**config.mk**
```make
export PLATFORM = sky130hd
export DESIGN_NAME = lzf_cmd_fifo
export DESIGN_NICKNAME = d
export VERILOG_FILES = /design/src/hw/rtl/lzf_pkg.sv /design/src/hw/rtl/lzf_cmd_fifo.sv
export SDC_FILE = /design/constraint.sdc
export NUM_CORES = 1
export LEC_CHECK = 0
export BUFFER_PORTS_ARGS = -buffer_cell sky130_fd_sc_hd__buf_2
export CAP_MARGIN = 20
export CORE_ASPECT_RATIO = 0.8
export CORE_MARGIN = 8
export CORE_UTILIZATION = 57
export DETAILED_ROUTE_END_ITERATION = 8
export GPL_TIMING_DRIVEN = 0
export PLACE_DENSITY = 0.79
export SYNTH_ARGS = -nofsm -noshare
export SYNTH_HDL_FRONTEND = slang
export SYNTH_SLANG_ARGS = --single-unit
```
**constraint.sdc**
```tcl
create_clock -name clock -period 7.6 [get_ports clock]
set_input_delay 0.76 -clock clock [delete_from_list [all_inputs] [get_ports clock]]
set_output_delay 0.76 -clock clock [all_outputs]
set_load 0.02 [all_outputs]
```
**src/hw/rtl/lzf_pkg.sv**
```systemverilog
// Shared types and constants of the LZF stream decompressor.
// Depends on nothing; the command FIFO, front, back, top and testbench import it.
package lzf_pkg;

   localparam int HistoryDepthDefault   = 8192;
   localparam int BytesPerResultDefault = 8;
   localparam int CountWidth = 24;
   localparam int DistWidth  = 14;
   localparam int RefLenWidth = 9;
   localparam int LitMaxCtrl = 32;
   localparam int CmdFifoDepth = 4;

   localparam logic [1:0] StatusOk       = 2'd0;
   localparam logic [1:0] StatusOverflow = 2'd1;
   localparam logic [1:0] StatusBadRef   = 2'd2;
   localparam logic [1:0] StatusTrunc    = 2'd3;

   typedef enum logic [1:0] {
      PH_CTRL, PH_LIT, PH_EXT, PH_OFF
   } phase_type;

   typedef enum logic [1:0] {
      CMD_LIT, CMD_COPY, CMD_END
   } cmd_op_type;

   typedef enum logic [2:0] {
      BK_IDLE, BK_LIT, BK_RD, BK_WR, BK_FLUSH
   } back_state_type;

   // One parsed step handed from the front to the back.
   typedef struct packed {
      cmd_op_type             op;
      logic [7:0]             data;
      logic [DistWidth-1:0]   ref_dist;
      logic [RefLenWidth:0]   cnt;
      logic                   done;
      logic [1:0]             status;
      logic [CountWidth-1:0]  base;
   } cmd_type;

endpackage

```
**src/hw/rtl/lzf_cmd_fifo.sv**
```systemverilog
// Short command queue between the parser front and the copy back end.
// Depends on lzf_pkg for the command type.
module lzf_cmd_fifo
   import lzf_pkg::*;
(
   input  logic    clock,
   input  logic    reset,
   input  logic    push,
   input  cmd_type push_cmd,
   output logic    full,
   input  logic    pop,
   output cmd_type pop_cmd,
   output logic    empty
);
   localparam int PtrWidth = $clog2(CmdFifoDepth);

   cmd_type               slot_ff [CmdFifoDepth];
   logic [PtrWidth-1:0]   wr_ptr_ff, wr_ptr_in;
   logic [PtrWidth-1:0]   rd_ptr_ff, rd_ptr_in;
   logic [PtrWidth:0]     count_ff, count_in;

   assign full    = (count_ff == (PtrWidth+1)'(CmdFifoDepth));
   assign empty   = (count_ff == '0);
   assign pop_cmd = slot_ff[rd_ptr_ff];

   // Pointer and fill count update.
   always_comb begin
      wr_ptr_in = wr_ptr_ff + PtrWidth'(push);
      rd_ptr_in = rd_ptr_ff + PtrWidth'(pop);
      count_in  = count_ff + (PtrWidth+1)'(push) - (PtrWidth+1)'(pop);
   end

   always_ff @(posedge clock) begin
      if (reset) begin
         wr_ptr_ff <= '0;
         rd_ptr_ff <= '0;
         count_ff  <= '0;
      end else begin
         wr_ptr_ff <= wr_ptr_in;
         rd_ptr_ff <= rd_ptr_in;
         count_ff  <= count_in;
      end
   end

   // Command storage.
   always_ff @(posedge clock) begin
      if (push) begin
         slot_ff[wr_ptr_ff] <= push_cmd;
      end
   end
endmodule

```
### After elaboration in Yosys (flattened, before gate mapping)

Memory sizes are Yosys's and may differ from the RTL's. A register that Yosys moved wholly into a read port is not among the register bits.
Cells that the tools add are included.
Widths: inputs -> output; s select.

* logic and storage cells: 13
* input port bits: 65
* register bits after elaboration: 7
* output and inout bits: 63
* memories kept: 1
* bits in writable memories: 244

* add/subtract/negate cells: 4
* reduce and logical (&&, ||, !) cells: 1
* eq/ne operators: 1
* multiplexer cells: 3

Memories
* slot_ff: depth 4, width 61, read ports 1, clocked after Yosys merged registers in 1, wr ports 1, line lzf_cmd_fifo.sv:17 `cmd_type slot_ff [CmdFifoDepth];`

Operators by type and width (count)
* $add 2x1->2: 2
* $add 3x1->3: 1
* $eq 3x3->1 const B: 1
* $logic_not 3->1: 1
* $sub 3x1->3: 1
* $mux 1: 2
* $mux 2: 1

### Longest topological paths before layout

* depth after elaboration: 2
* depth in mapped cells: 7
* gate-level depth less buffers: 7

### Least setup slack after synthesis

OpenSTA, ideal clock, no wires.

* kind: input-to-reg
* start point: input push
* end point: memory slot_ff[0][0] (netlist name) (enable)
* slack: 1.853 ns
* required time: 7.033 ns
* path buffers: 0
* cell stages on the path: 1
* setup time: 0.567 ns
* data arrival time: 5.179 ns
* path through: nor3b_1

* cells in the longest elaborated chain, start to end: 2

Ends and longest elaborated chain
* start: declaration: line lzf_cmd_fifo.sv:8 `input logic push,`
* $mux 1: line lzf_cmd_fifo.sv:47 `if (push) begin`
* $mux 1 (not written as such): line lzf_cmd_fifo.sv:48 `slot_ff[wr_ptr_ff] <= push_cmd;`
* end: declaration: line lzf_cmd_fifo.sv:17

No other way between the ends.

==> flow_metrics.tcl <==
set metrics [dict create \
    status "completed" \
    clk_pin_slew_ns 0.06 \
    finalHoldViolCount 0 \
    timing.slew.headroom_pct 65.2 \
    cellLeakagePower_nw 3.79 \
    cts_tree "done" \
    p_per_area_nw_per_um2 281 \
    cts_root_buf "clkbuf_16" \
    most-common-layout-cells "244 x edfxtp_1, 134 x buf_2, 60 x mux4_2" \
    fin_nets 586 \
    final_common_cell "edfxtp_1" \
    hpwl_um 11000 \
    fin_cells 750 \
    synth-seq-cells 251 \
    cts-resized-gates 0 \
    peakVddDrop_mv 0.165 \
    start_util_pct 58.3 \
    slowest_stage "mux4_2" \
    path_cells "buf_6, buf_12, mux4_2, buf_2" \
    final_util_pct 70.0 \
    finalCritPeriodShare_pct 35.6 \
    vias 4173 \
    die_h_um 130 \
    regArea_um2 7470 \
    synth_cell_types 19 \
    met1_length_um 7000 \
    grt_pass1_vias 4610 \
    critPathKind "reg2out" \
    top_layer "met5" \
    coreArea_um2 15800 \
    slew_viol_final 0 \
    fp-row-count 41 \
    clk-insertion-delay-late_ns 0.49 \
    drt_iter0_drc 222 \
    portBuffers 127 \
    cts_max_path_buffers 3 \
    r2r_start "wr_ptr_ff[1]" \
    first_pass_iters 4 \
    ioPinCount 128 \
    hold_path_class "in2reg" \
    synth_area_um2 9220 \
    cts_made_buffers 24 \
    fp.dieW_um 158 \
    skew_ns 0.00700 \
    setup_tns_ns 0 \
    required_ns 6.84 \
    hold_start "push_cmd[55]" \
    rsz0062_at_grt "false" \
    min_period_ns 2.70 \
    synthToLayoutAreaGrowth_pct 20.0 \
    die_area_um2 20500 \
    tightest_slew_ns 0.522 \
    gp_congestion 0.713 \
    yosys_warnings 0 \
    drt-total-wl_um 17000 \
    cp-end-kind "output port" \
    timing.fmax_ghz 0.370 \
    grt_start_max_net_pins 37 \
    syn_area_per_cell_um2 26.2 \
    cts_setup_buffers 0 \
    post-place-cells 704 \
    cp_num_buf_inv 3 \
    h-tree-depth 1 \
    crit_path_start "rd_ptr_ff[0]" \
    max_stage_delay_ns 0.54 \
    drc 0 \
    drv_cap 0 \
    dr_wl_met3_um 1200 \
    antenna_found_initial 3 \
    cts.sinks 251 \
    synthesis.nets 422 \
    viasPerCell 5.56 \
    postRouteAntennaNets 0 \
    fillers 976 \
    hold_buffers 0 \
    crit_fanout 10 \
    grt_overflow_total 0 \
    wl_per_cell_um 22.7 \
    ys_seq_area_share_pct 81.0 \
    cp_top_family "buffers and inverters" \
    drive_above_1_share_pct 46.7 \
    crit_arrival_ns 1.94 \
    grt_pass1_wl_um 26000 \
    wl_met2_um 8590 \
    multi_input_area_um2 1590 \
    gr-usage-all-layers_pct 16.8 \
    startpoint_type "flip-flop" \
    postSynthCellCount 352 \
    setup_viol 0 \
]
## kinds of logic after synthesis
| family | count (synthesis) | synth area share [%] |
|---|---|---|
| mux | 61 | 14.9 |
| flops | 251 | 81.0 |
| xor+xnor | 3 | 0.448 |
| simple gates | 14 | 0.842 |
| buf+inv | 18 | 1.97 |
| fa+ha+maj | 5 | 0.760 |
## cells in the mapped netlist (all sizes together)
cell / number / area share, %
and3: 2 / 0.14
dfxtp: 7 / 1.5
xor3: 1 / 0.26
edfxtp: 244 / 80
inv: 4 / 0.16
nor3: 1 / 0.054
xnor2: 2 / 0.19
ha: 4 / 0.54
fa: 1 / 0.22
nor2b: 4 / 0.27
and3b: 1 / 0.095
nor2: 4 / 0.16
nor3b: 1 / 0.081
mux4: 61 / 15
nand2: 1 / 0.041
buf: 14 / 1.8
## power breakdown
group | switching (W) | internal, W
clock network | 0.000459 | 0.000666
registers | 0.0000187 | 0.00159
logic | 0.000209 | 0.000164
total | 0.000686 | 0.00242
## registers in the layout, indices dropped and copies added (netlist names)
name and count:
slot_ff 244, count_ff 3, rd_ptr_ff 2, wr_ptr_ff 2
## cell type report
| class | count | share of cell area [%] |
|---|---|---|
| sequential | 251 | 67.5 |
| multi-input combinational | 83 | 14.4 |
| timing repair buffer | 138 | 7.18 |
| clock buffer | 37 | 6.34 |
| tap | 215 | 2.43 |
| buffer | 14 | 1.50 |
| clock inverter | 6 | 0.486 |
| inverter | 4 | 0.136 |
| antenna | 2 | 0.0453 |
## layer usage
metal | global-route usage, % | vias to the layer above
met5 | 0 | -
met4 | 2.77 | 6
met3 | 4.66 | 22
met2 | 28.7 | 124
met1 | 21.7 | 2180
li1 | - | 1841
## path summary, 6_finish.rpt
check / end / slack [ns] / depth (start not counted)
max reg2reg: slot_ff[0][27] / 5.80 / 5
max: pop_cmd[43] / 4.90 / 4
min reg2reg: wr_ptr_ff[1] / 0.60 / 2
min: slot_ff[2][55] / 0.47 / 1
## worst reg2reg max path: cells and delay by family (launching register included)
kind                   cells  cell delay (ns)
AND/OR/NAND/NOR            1             0.42
flip-flops                 1             0.36
buffers and inverters      4             0.72
## stage by stage
stage                     total power, W  hold WS (ns)  cell area, µm²  setup slack, ns
after global placement           0.00200         0.539           10100            -1.48
after CTS                        0.00314         0.458           11000             4.86
after floorplan                  0.00188         0.524            9220             1.85
after global routing             0.00321         0.459           11100             4.81
after detailed placement         0.00202         0.583           10300             4.88
final                            0.00311         0.475           11100             4.90
No activity file was read; power rests on OpenSTA's default activity.
