### config.mk
export PLATFORM = sky130hd
export DESIGN_NAME = lzf_front_flat
export DESIGN_NICKNAME = d
export VERILOG_FILES = /design/src/hw/rtl/lzf_pkg.sv /design/src/hw/rtl/lzf_req_if.sv /design/src/hw/rtl/lzf_front.sv /design/src/flat_wrapper.sv
export SDC_FILE = /design/constraint.sdc
export NUM_CORES = 1
export LEC_CHECK = 0
export CORE_AREA = 2 2 176 178
export CTS_CLUSTER_SIZE = 14
export DETAILED_ROUTE_END_ITERATION = 7
export DIE_AREA = 0 0 178 180
export DONT_BUFFER_PORTS = 1
export HOLD_SLACK_MARGIN = 0.12
export SLEW_MARGIN = 15
export SYNTH_ARGS = -nofsm -noshare
export SYNTH_HDL_FRONTEND = slang
export SYNTH_SLANG_ARGS = --single-unit
### constraint.sdc
create_clock -name clock -period 25.3 [get_ports clock]
set_input_delay 3.795 -clock clock [delete_from_list [all_inputs] [get_ports clock]]
set_output_delay 3.795 -clock clock [all_outputs]
set_load 0.01 [all_outputs]
### src/hw/rtl/lzf_pkg.sv
// Shared types and constants of the LZF stream decompressor.
// Depends on nothing; the command FIFO, front, back, top and testbench import it.
package lzf_pkg;

   localparam int HistoryDepthDefault   = 8192;
   localparam int BytesPerResultDefault = 8;
   localparam int CountWidth = 24;
   localparam int DistWidth  = 14;
   localparam int RefLenWidth = 9;
   localparam int LitMaxCtrl = 32;
   localparam int CmdFifoDepth = 4;

   localparam logic [1:0] StatusOk       = 2'd0;
   localparam logic [1:0] StatusOverflow = 2'd1;
   localparam logic [1:0] StatusBadRef   = 2'd2;
   localparam logic [1:0] StatusTrunc    = 2'd3;

   typedef enum logic [1:0] {
      PH_CTRL, PH_LIT, PH_EXT, PH_OFF
   } phase_type;

   typedef enum logic [1:0] {
      CMD_LIT, CMD_COPY, CMD_END
   } cmd_op_type;

   typedef enum logic [2:0] {
      BK_IDLE, BK_LIT, BK_RD, BK_WR, BK_FLUSH
   } back_state_type;

   // One parsed step handed from the front to the back.
   typedef struct packed {
      cmd_op_type             op;
      logic [7:0]             data;
      logic [DistWidth-1:0]   ref_dist;
      logic [RefLenWidth:0]   cnt;
      logic                   done;
      logic [1:0]             status;
      logic [CountWidth-1:0]  base;
   } cmd_type;

endpackage

### src/hw/rtl/lzf_req_if.sv
// Input channel of the decompressor: one compressed byte per transfer.
// Depends on nothing.
interface lzf_req_if;
   logic       valid;
   logic       ready;
   logic [7:0] in_byte;
   logic       in_last;
   logic       start_block;

   modport source (output valid, output in_byte, output in_last, output start_block,
                   input ready);
   modport sink (input valid, input in_byte, input in_last, input start_block,
                 output ready);
endinterface

### src/hw/rtl/lzf_front.sv
// Parser front: takes compressed bytes, checks limits and emits commands.
// Depends on lzf_pkg and lzf_req_if.
module lzf_front
   import lzf_pkg::*;
(
   input  logic                  clock,
   input  logic                  reset,
   lzf_req_if.sink               req,
   input  logic [CountWidth-1:0] dest_limit,
   output logic                  push,
   output cmd_type               push_cmd,
   input  logic                  full
);
   phase_type               phase_ff, phase_in;
   logic [4:0]              lit_left_ff, lit_left_in;
   logic [RefLenWidth-1:0]  ref_len_ff, ref_len_in;
   logic [4:0]              off_hi_ff, off_hi_in;
   logic [CountWidth-1:0]   prod_ff, prod_in;
   logic                    halted_ff, halted_in;

   logic                    accept;
   phase_type               ph_e;
   logic [4:0]              lit_e;
   logic [RefLenWidth-1:0]  len_e;
   logic [4:0]              off_e;
   logic [CountWidth-1:0]   prod_e;
   logic                    halted_e;
   logic [CountWidth:0]     lit_sum;
   logic [CountWidth:0]     ref_sum;
   logic [RefLenWidth:0]    copy_cnt;
   logic [DistWidth-1:0]    ref_dist;
   logic                    done;
   logic                    item_done;
   logic                    emit;

   assign req.ready = !full;
   assign accept    = req.valid && req.ready;

   always_comb begin
      // Start of block clears the parser ahead of this byte.
      ph_e     = req.start_block ? PH_CTRL : phase_ff;
      lit_e    = req.start_block ? '0 : lit_left_ff;
      len_e    = req.start_block ? '0 : ref_len_ff;
      off_e    = req.start_block ? '0 : off_hi_ff;
      prod_e   = req.start_block ? '0 : prod_ff;
      halted_e = req.start_block ? 1'b0 : halted_ff;

      lit_sum  = {1'b0, prod_e} + (CountWidth+1)'(req.in_byte) + (CountWidth+1)'(1);
      copy_cnt = {1'b0, len_e} + (RefLenWidth+1)'(2);
      ref_sum  = {1'b0, prod_e} + (CountWidth+1)'(copy_cnt);
      ref_dist = {off_e, req.in_byte} + DistWidth'(1);

      phase_in    = ph_e;
      lit_left_in = lit_e;
      ref_len_in  = len_e;
      off_hi_in   = off_e;
      prod_in     = prod_e;
      halted_in   = halted_e;
      done        = 1'b0;
      item_done   = 1'b0;
      emit        = 1'b0;

      push_cmd          = '0;
      push_cmd.op       = CMD_END;
      push_cmd.data     = req.in_byte;
      push_cmd.ref_dist = ref_dist;
      push_cmd.cnt      = copy_cnt;
      push_cmd.status   = StatusOk;
      push_cmd.base     = prod_e;

      if (!halted_e) begin
         unique case (ph_e)
            PH_CTRL: begin
               if (req.in_byte < 8'(LitMaxCtrl)) begin
                  if (lit_sum > {1'b0, dest_limit}) begin
                     push_cmd.status = StatusOverflow;
                     done = 1'b1;
                  end else begin
                     lit_left_in = req.in_byte[4:0];
                     phase_in    = PH_LIT;
                     if (req.in_last) begin
                        push_cmd.status = StatusTrunc;
                        done = 1'b1;
                     end
                  end
               end else begin
                  ref_len_in = RefLenWidth'(req.in_byte[7:5]);
                  off_hi_in  = req.in_byte[4:0];
                  phase_in   = (req.in_byte[7:5] == 3'd7) ? PH_EXT : PH_OFF;
                  if (req.in_last) begin
                     push_cmd.status = StatusTrunc;
                     done = 1'b1;
                  end
               end
            end
            PH_LIT: begin
               push_cmd.op = CMD_LIT;
               emit        = 1'b1;
               prod_in     = prod_e + CountWidth'(1);
               if (lit_e == '0) begin
                  phase_in  = PH_CTRL;
                  item_done = 1'b1;
               end else begin
                  lit_left_in = lit_e - 5'd1;
                  if (req.in_last) begin
                     push_cmd.status = StatusTrunc;
                     done = 1'b1;
                  end
               end
            end
            PH_EXT: begin
               ref_len_in = len_e + RefLenWidth'(req.in_byte);
               phase_in   = PH_OFF;
               if (req.in_last) begin
                  push_cmd.status = StatusTrunc;
                  done = 1'b1;
               end
            end
            PH_OFF: begin
               if (ref_sum > {1'b0, dest_limit}) begin
                  push_cmd.status = StatusOverflow;
                  done = 1'b1;
               end else if ({{(CountWidth-DistWidth){1'b0}}, ref_dist} > prod_e) begin
                  push_cmd.status = StatusBadRef;
                  done = 1'b1;
               end else begin
                  push_cmd.op = CMD_COPY;
                  emit        = 1'b1;
                  prod_in     = ref_sum[CountWidth-1:0];
                  phase_in    = PH_CTRL;
                  item_done   = 1'b1;
               end
            end
            default: begin
               phase_in = PH_CTRL;
            end
         endcase

         // A finished item ends the block on the last byte or at the limit.
         if (item_done && (req.in_last || prod_in >= dest_limit)) begin
            push_cmd.status = StatusOk;
            done = 1'b1;
         end
         if (done) begin
            halted_in = 1'b1;
            phase_in  = PH_CTRL;
            emit      = 1'b1;
         end
      end
      push_cmd.done = done;
   end

   assign push = accept && emit;

   always_ff @(posedge clock) begin
      if (reset) begin
         phase_ff    <= PH_CTRL;
         lit_left_ff <= '0;
         ref_len_ff  <= '0;
         off_hi_ff   <= '0;
         prod_ff     <= '0;
         halted_ff   <= 1'b0;
      end else if (accept) begin
         phase_ff    <= phase_in;
         lit_left_ff <= lit_left_in;
         ref_len_ff  <= ref_len_in;
         off_hi_ff   <= off_hi_in;
         prod_ff     <= prod_in;
         halted_ff   <= halted_in;
      end
   end
endmodule

### src/flat_wrapper.sv
// flat-port wrapper written by rule: the top's interface ports become plain ports
module lzf_front_flat import lzf_pkg::*;
  (clock, reset, dest_limit, push, push_cmd, full, req_valid, req_in_byte, req_in_last, req_start_block, req_ready);
  lzf_req_if req_i ();
  input  logic clock;
  input  logic reset;
  input  logic [CountWidth-1:0] dest_limit;
  output logic push;
  output cmd_type push_cmd;
  input  logic full;
  input wire logic [$bits(req_i.valid)-1:0] req_valid;
  input wire logic [$bits(req_i.in_byte)-1:0] req_in_byte;
  input wire logic [$bits(req_i.in_last)-1:0] req_in_last;
  input wire logic [$bits(req_i.start_block)-1:0] req_start_block;
  output wire logic [$bits(req_i.ready)-1:0] req_ready;
  assign req_i.valid = req_valid;
  assign req_i.in_byte = req_in_byte;
  assign req_i.in_last = req_in_last;
  assign req_i.start_block = req_start_block;
  assign req_ready = req_i.ready;
  lzf_front u_core (.clock(clock), .reset(reset), .req(req_i), .dest_limit(dest_limit), .push(push), .push_cmd(push_cmd), .full(full));
endmodule
## Word-level counts from Yosys, hierarchy flattened

Cells that the tools add are included.

| cells by class | value |
|---|---|
| add/sub/neg operators | 8 |
| multiplexer cells | 64 |
| $lt $le $gt $ge | 5 |
| eq/ne operators | 4 |
| reductions and logical operators | 7 |

Operator list:

| operator | count |
|---|---|
| $mux W24 | 5 |
| $gt A25 B24 Y1 | 2 |
| $pmux W24 S2 | 1 |
| $mux W5 | 9 |
| $mux W2 | 19 |
| $mux W9 | 3 |
| $add A24 B10 Y25 | 1 |
| $add A24 B8 Y25 | 1 |
| $add A25 B1 Y25 const B | 1 |
| $add A24 B1 Y24 const B | 1 |
| $ge A24 B24 Y1 | 1 |
| $gt A14 B24 Y1 | 1 |
| $mux W1 | 19 |
| $pmux W9 S2 | 1 |
| $pmux W2 S4 | 2 |
| $add A13 B1 Y14 const B | 1 |
| $add A9 B2 Y10 const B | 1 |
| $pmux W5 S2 | 1 |
| $add A9 B8 Y9 | 1 |
| $lt A8 B6 Y1 const B | 1 |
| $logic_not A5 Y1 | 1 |
| $sub A5 B1 Y5 const B | 1 |
| $eq A2 B2 Y1 const B | 2 |
| $pmux W1 S2 | 2 |
| 8 further kinds | 10 |

| storage, ports and cells | value |
|---|---|
| input bits | 38 |
| output and inout port bits | 63 |
| logic and storage cells | 94 |
| flip-flop bits (word level) | 46 |

## Logic depth before layout (Yosys ltp)

| logic depth | value |
|---|---|
| depth after elaboration | 15 |
| gate-level depth with buffers | 39 |
| gate-level depth less buffers | 34 |

## Worst setup path after synthesis

Ideal clock, no wire load.

| timing path | value |
|---|---|
| kind | in2out |
| from | input req_start_block |
| to | output push_cmd[26] (netlist bit) |
| stages | 39 |
| arrival time | 11.065 ns |
| slack | 10.440 ns |
| path buffers | 7 |
| data required time | 21.505 ns |
| path through | buf_6 buf_2 buf_1 buf_1 buf_1 buf_1 nor2b_1 ha_1 inv_1 fa_1 nor2b_1 o31a_1 a41oi_2 a21oi_2 nand2_1 nor2_1 nand2_1 xnor2_1 [3 not listed] o21ai_1 mux2_2 o21a_1 nor3_4 a32oi_2 or3_1 a21oi_1 ha_1 and2_1 nand3_1 nor2_1 a2111oi_0 o211ai_1 o21ai_0 a21oi_1 nor4_1 nor2_1 buf_4 |

RTL lines:

| element | RTL line | source |
|---|---|---|
| start: declaration | flat_wrapper.sv:14 | `input wire logic [$bits(req_i.start_block)-1:0] req_start_block;` |
| end: declaration | flat_wrapper.sv:9 | `output cmd_type push_cmd;` |

==> metrics.cfg <==
[outcome]
status = complete, no violations

[drt]
vias = 7526
firstDrtPassIters = 7
vias_per_cell = 5.45
drc = 0
drt_iter0_drc = 758
ant_nets = 0
routed_wl_um = 27800
routedWlPerCell_um = 20.1

[global_route]
grt_start_max_net_pins = 68
grtUsageTotal = 0.171
grt_pass1_vias = 7025
grt_pass1_wl_um = 42600
grt_overflow = 0
antenna_found_initial = 0

[yosys]
synth_top_family_by_area = simple AND/OR/NAND/NOR gates
yosysSeqAreaShare = 0.124
ys_top_cells_by_area = ha_1, dfxtp_1, xnor2_1
syn_area_per_cell_um2 = 7.23
synth_adder_area_share = 0.204
synth_mux_area_frac = 0.0142
yosysMostFrequentCell = ha_1
synth_compound_area_frac = 0.246
synth_cells = 1024
synthesis.nets = 1180
synthSimpleGateAreaFrac = 0.260
netlist_area_um2 = 7400
yosysTopAreaCell = ha_1
synth_top_flop_cell = dfxtp_1
ys_ff_latch = 46
synth_xor_area_frac = 0.0804
yosysUniqueCellTypes = 80
async_reset_ff_frac = 0
yosys_warnings = 0
synth_enable_flop_cells = 0
yosysTopAreaCellShare = 0.194
synth_commonest_cells = ha_1, nand2_1, nor2_1, inv_1, a21oi_1

[worst_hold_path]
min_delay_path_depth = 2
hold_path.class = flop to flop

[timing]
relSlewSlack = 0.320
fin_worst_skew_ns = 0.0108
worst_pin_slew_ns = 1.02
drv_slew = 0
hold_viol = 0
period_needed_ns = 15.86
rsz0062_at_grt = no
setup-tns-final_ns = 0
fmax_mhz = 63.0
finalSetupViolCount = 0
timing.final.crit_share = 0.627
finalWorstSetupSlack_ns = 9.44

[critical_path]
cpPeakStageDelay_ns = 0.70
crit_required_ns = 21.50
path_class = input pin to output pin
path_max_fanout = 67
reg2reg_depth = 33
r2r_slack_ns = 16.31
arrival_ns = 12.07
start_kind = input pin
critPathSlowestCell = nor3_4
cp-end-kind = output pin

[floorplanning]
num_rows = 64
die_w_um = 178
die-area_um2 = 32000
core_area_um2 = 30200
initial_core_util = 0.245
io-pin-count = 101
chipHeight_um = 180

[power]
p_clk_frac = 0.374
cellLeakagePower_nw = 3.31
power_density_nw_per_um2 = 27.4
p_int_uw = 143
seq_power_share = 0.357
p_total_uw = 215
peakVddDrop_uv = 22.7
comb_power_share = 0.269
power_switching_uw = 72.4
switching_share = 0.336

[clock_tree]
cts.clk_slew.worst_paths_ns = 0.08
hold_buffers = 0
cts-htree-levels = 2
clock_latency_ns = 0.31
cts_root_buf = clkbuf_16
cts_made_buffers = 5
post_cts_resized = 0
cts_tree = yes
cts_sinks = 46
cts_setup_buffers = 0
clockBufferDepth = 2

[final_layout]
final_nets = 1139
fill_cells = 3315
utilization = 0.261
area_growth_pct = 6.24
final_cells = 1381
drive_above_1_share = 0.0447

[placement]
place_congestion = 0.915
port_buffers = 0
place_inst = 1372
post-place-ws_ns = 9.63
dpl.hpwl_um = 22400

[run]
cap_violations = 0

metal layers:
layer | track usage | up-vias | part of all wire
met1 | 0.234 | 3591 | 0.45
met4 | 0.0407 | 0 | 0.016
met2 | 0.270 | 286 | 0.45
li1 | - | 3617 | -
met3 | 0.0406 | 32 | 0.084
met5 | 0 | - | 0
worst paths after layout:
path	to	from
setup / recovery	push_cmd[24]	req_start_block
hold / removal	u_core.ref_len_ff[0]	u_core.ref_len_ff[0]
setup reg to reg	u_core.phase_ff[1]	u_core.ref_len_ff[1]
hold reg to reg	u_core.ref_len_ff[0]	u_core.ref_len_ff[0]
metrics by stage:
stage | hold WS [ns] | cell area, um^2
after floorplan | 0.445 | 7400
after global placement | 0.450 | 7690
after detailed placement | 0.461 | 7690
after CTS | 0.472 | 7860
after global routing | 0.496 | 7860
final | 0.473 | 7870
kinds of logic after synthesis:
kind of cell | after synthesis
AOI/OAI and AO/OA | 274
xor gates and xnor gates | 68
adders and majority gates | 119
buffers and inverters | 125
DFF | 46
muxes | 10
and+or+nand+nor | 382
flip-flops by register name (all words and copies together) (netlist names):
name and cells:
u_core.prod_ff 24, u_core.ref_len_ff 9, u_core.lit_left_ff 5, u_core.off_hi_ff 5
u_core.phase_ff 2, u_core.halted_ff 1
cell type report:
| cell class | count | area [um^2] | share of cell area |
|---|---|---|---|
| multi-input combinational | 853 | 5960 | 0.758 |
| clock buffer | 5 | 125 | 0.0159 |
| antenna | 1 | 2.50 | 0.000318 |
| sequential | 46 | 921 | 0.117 |
| inverter | 71 | 272 | 0.0345 |
| clock inverter | 3 | 43.8 | 0.00557 |
| timing repair buffer | 6 | 45.0 | 0.00573 |
| tap | 396 | 495 | 0.0630 |
placed cells by master, fill, tap and decap left out, types with 6 or more instances in the layout:
master     netlist  final
ha_1           115    115
nand2_1         97     97
nor2_1          84     84
inv_1           68     68
a21oi_1         66     66
o21ai_0         58     58
xnor2_1         46     46
dfxtp_1         46     46
nand3_1         43     43
nor2b_1         38     38
xor2_1          22     22
nor3_1          21     21
a211oi_1        20     20
a21o_1          15     15
or3_1           14     14
o21a_1          13     13
and3_1          13     13
nand2b_1        13     13
a22oi_1         13     13
nand4_1         12     12
a31oi_1         12     12
nor4_1          11     11
o211ai_1         9      9
or4_1            7      7
and2_1           6      6
o2111ai_1        6      6
a221oi_1         6      6
mux2i_1          6      6
buf_4            9      6
power groups by stage:
stage	Combinational (mW)	Clock, mW	Sequential [mW]
global route	0.0650	0.0842	0.0771
floorplan	0.0472	0	0.0774
CTS	0.0577	0.0811	0.0767
finish	0.0579	0.0804	0.0768
detailed placement	0.0574	0	0.0784
global placement	0.0567	0	0.0783
worst max-delay path, delay by kind of cell:
kind | cells | cell delay [ns]
xor+xnor | 1 | 0.16
fa+ha+maj | 4 | 1.09
mux | 1 | 0.29
compound gates | 13 | 3.19
simple gates | 14 | 3.48
Note: power is estimated with default switching activity, not from simulation.
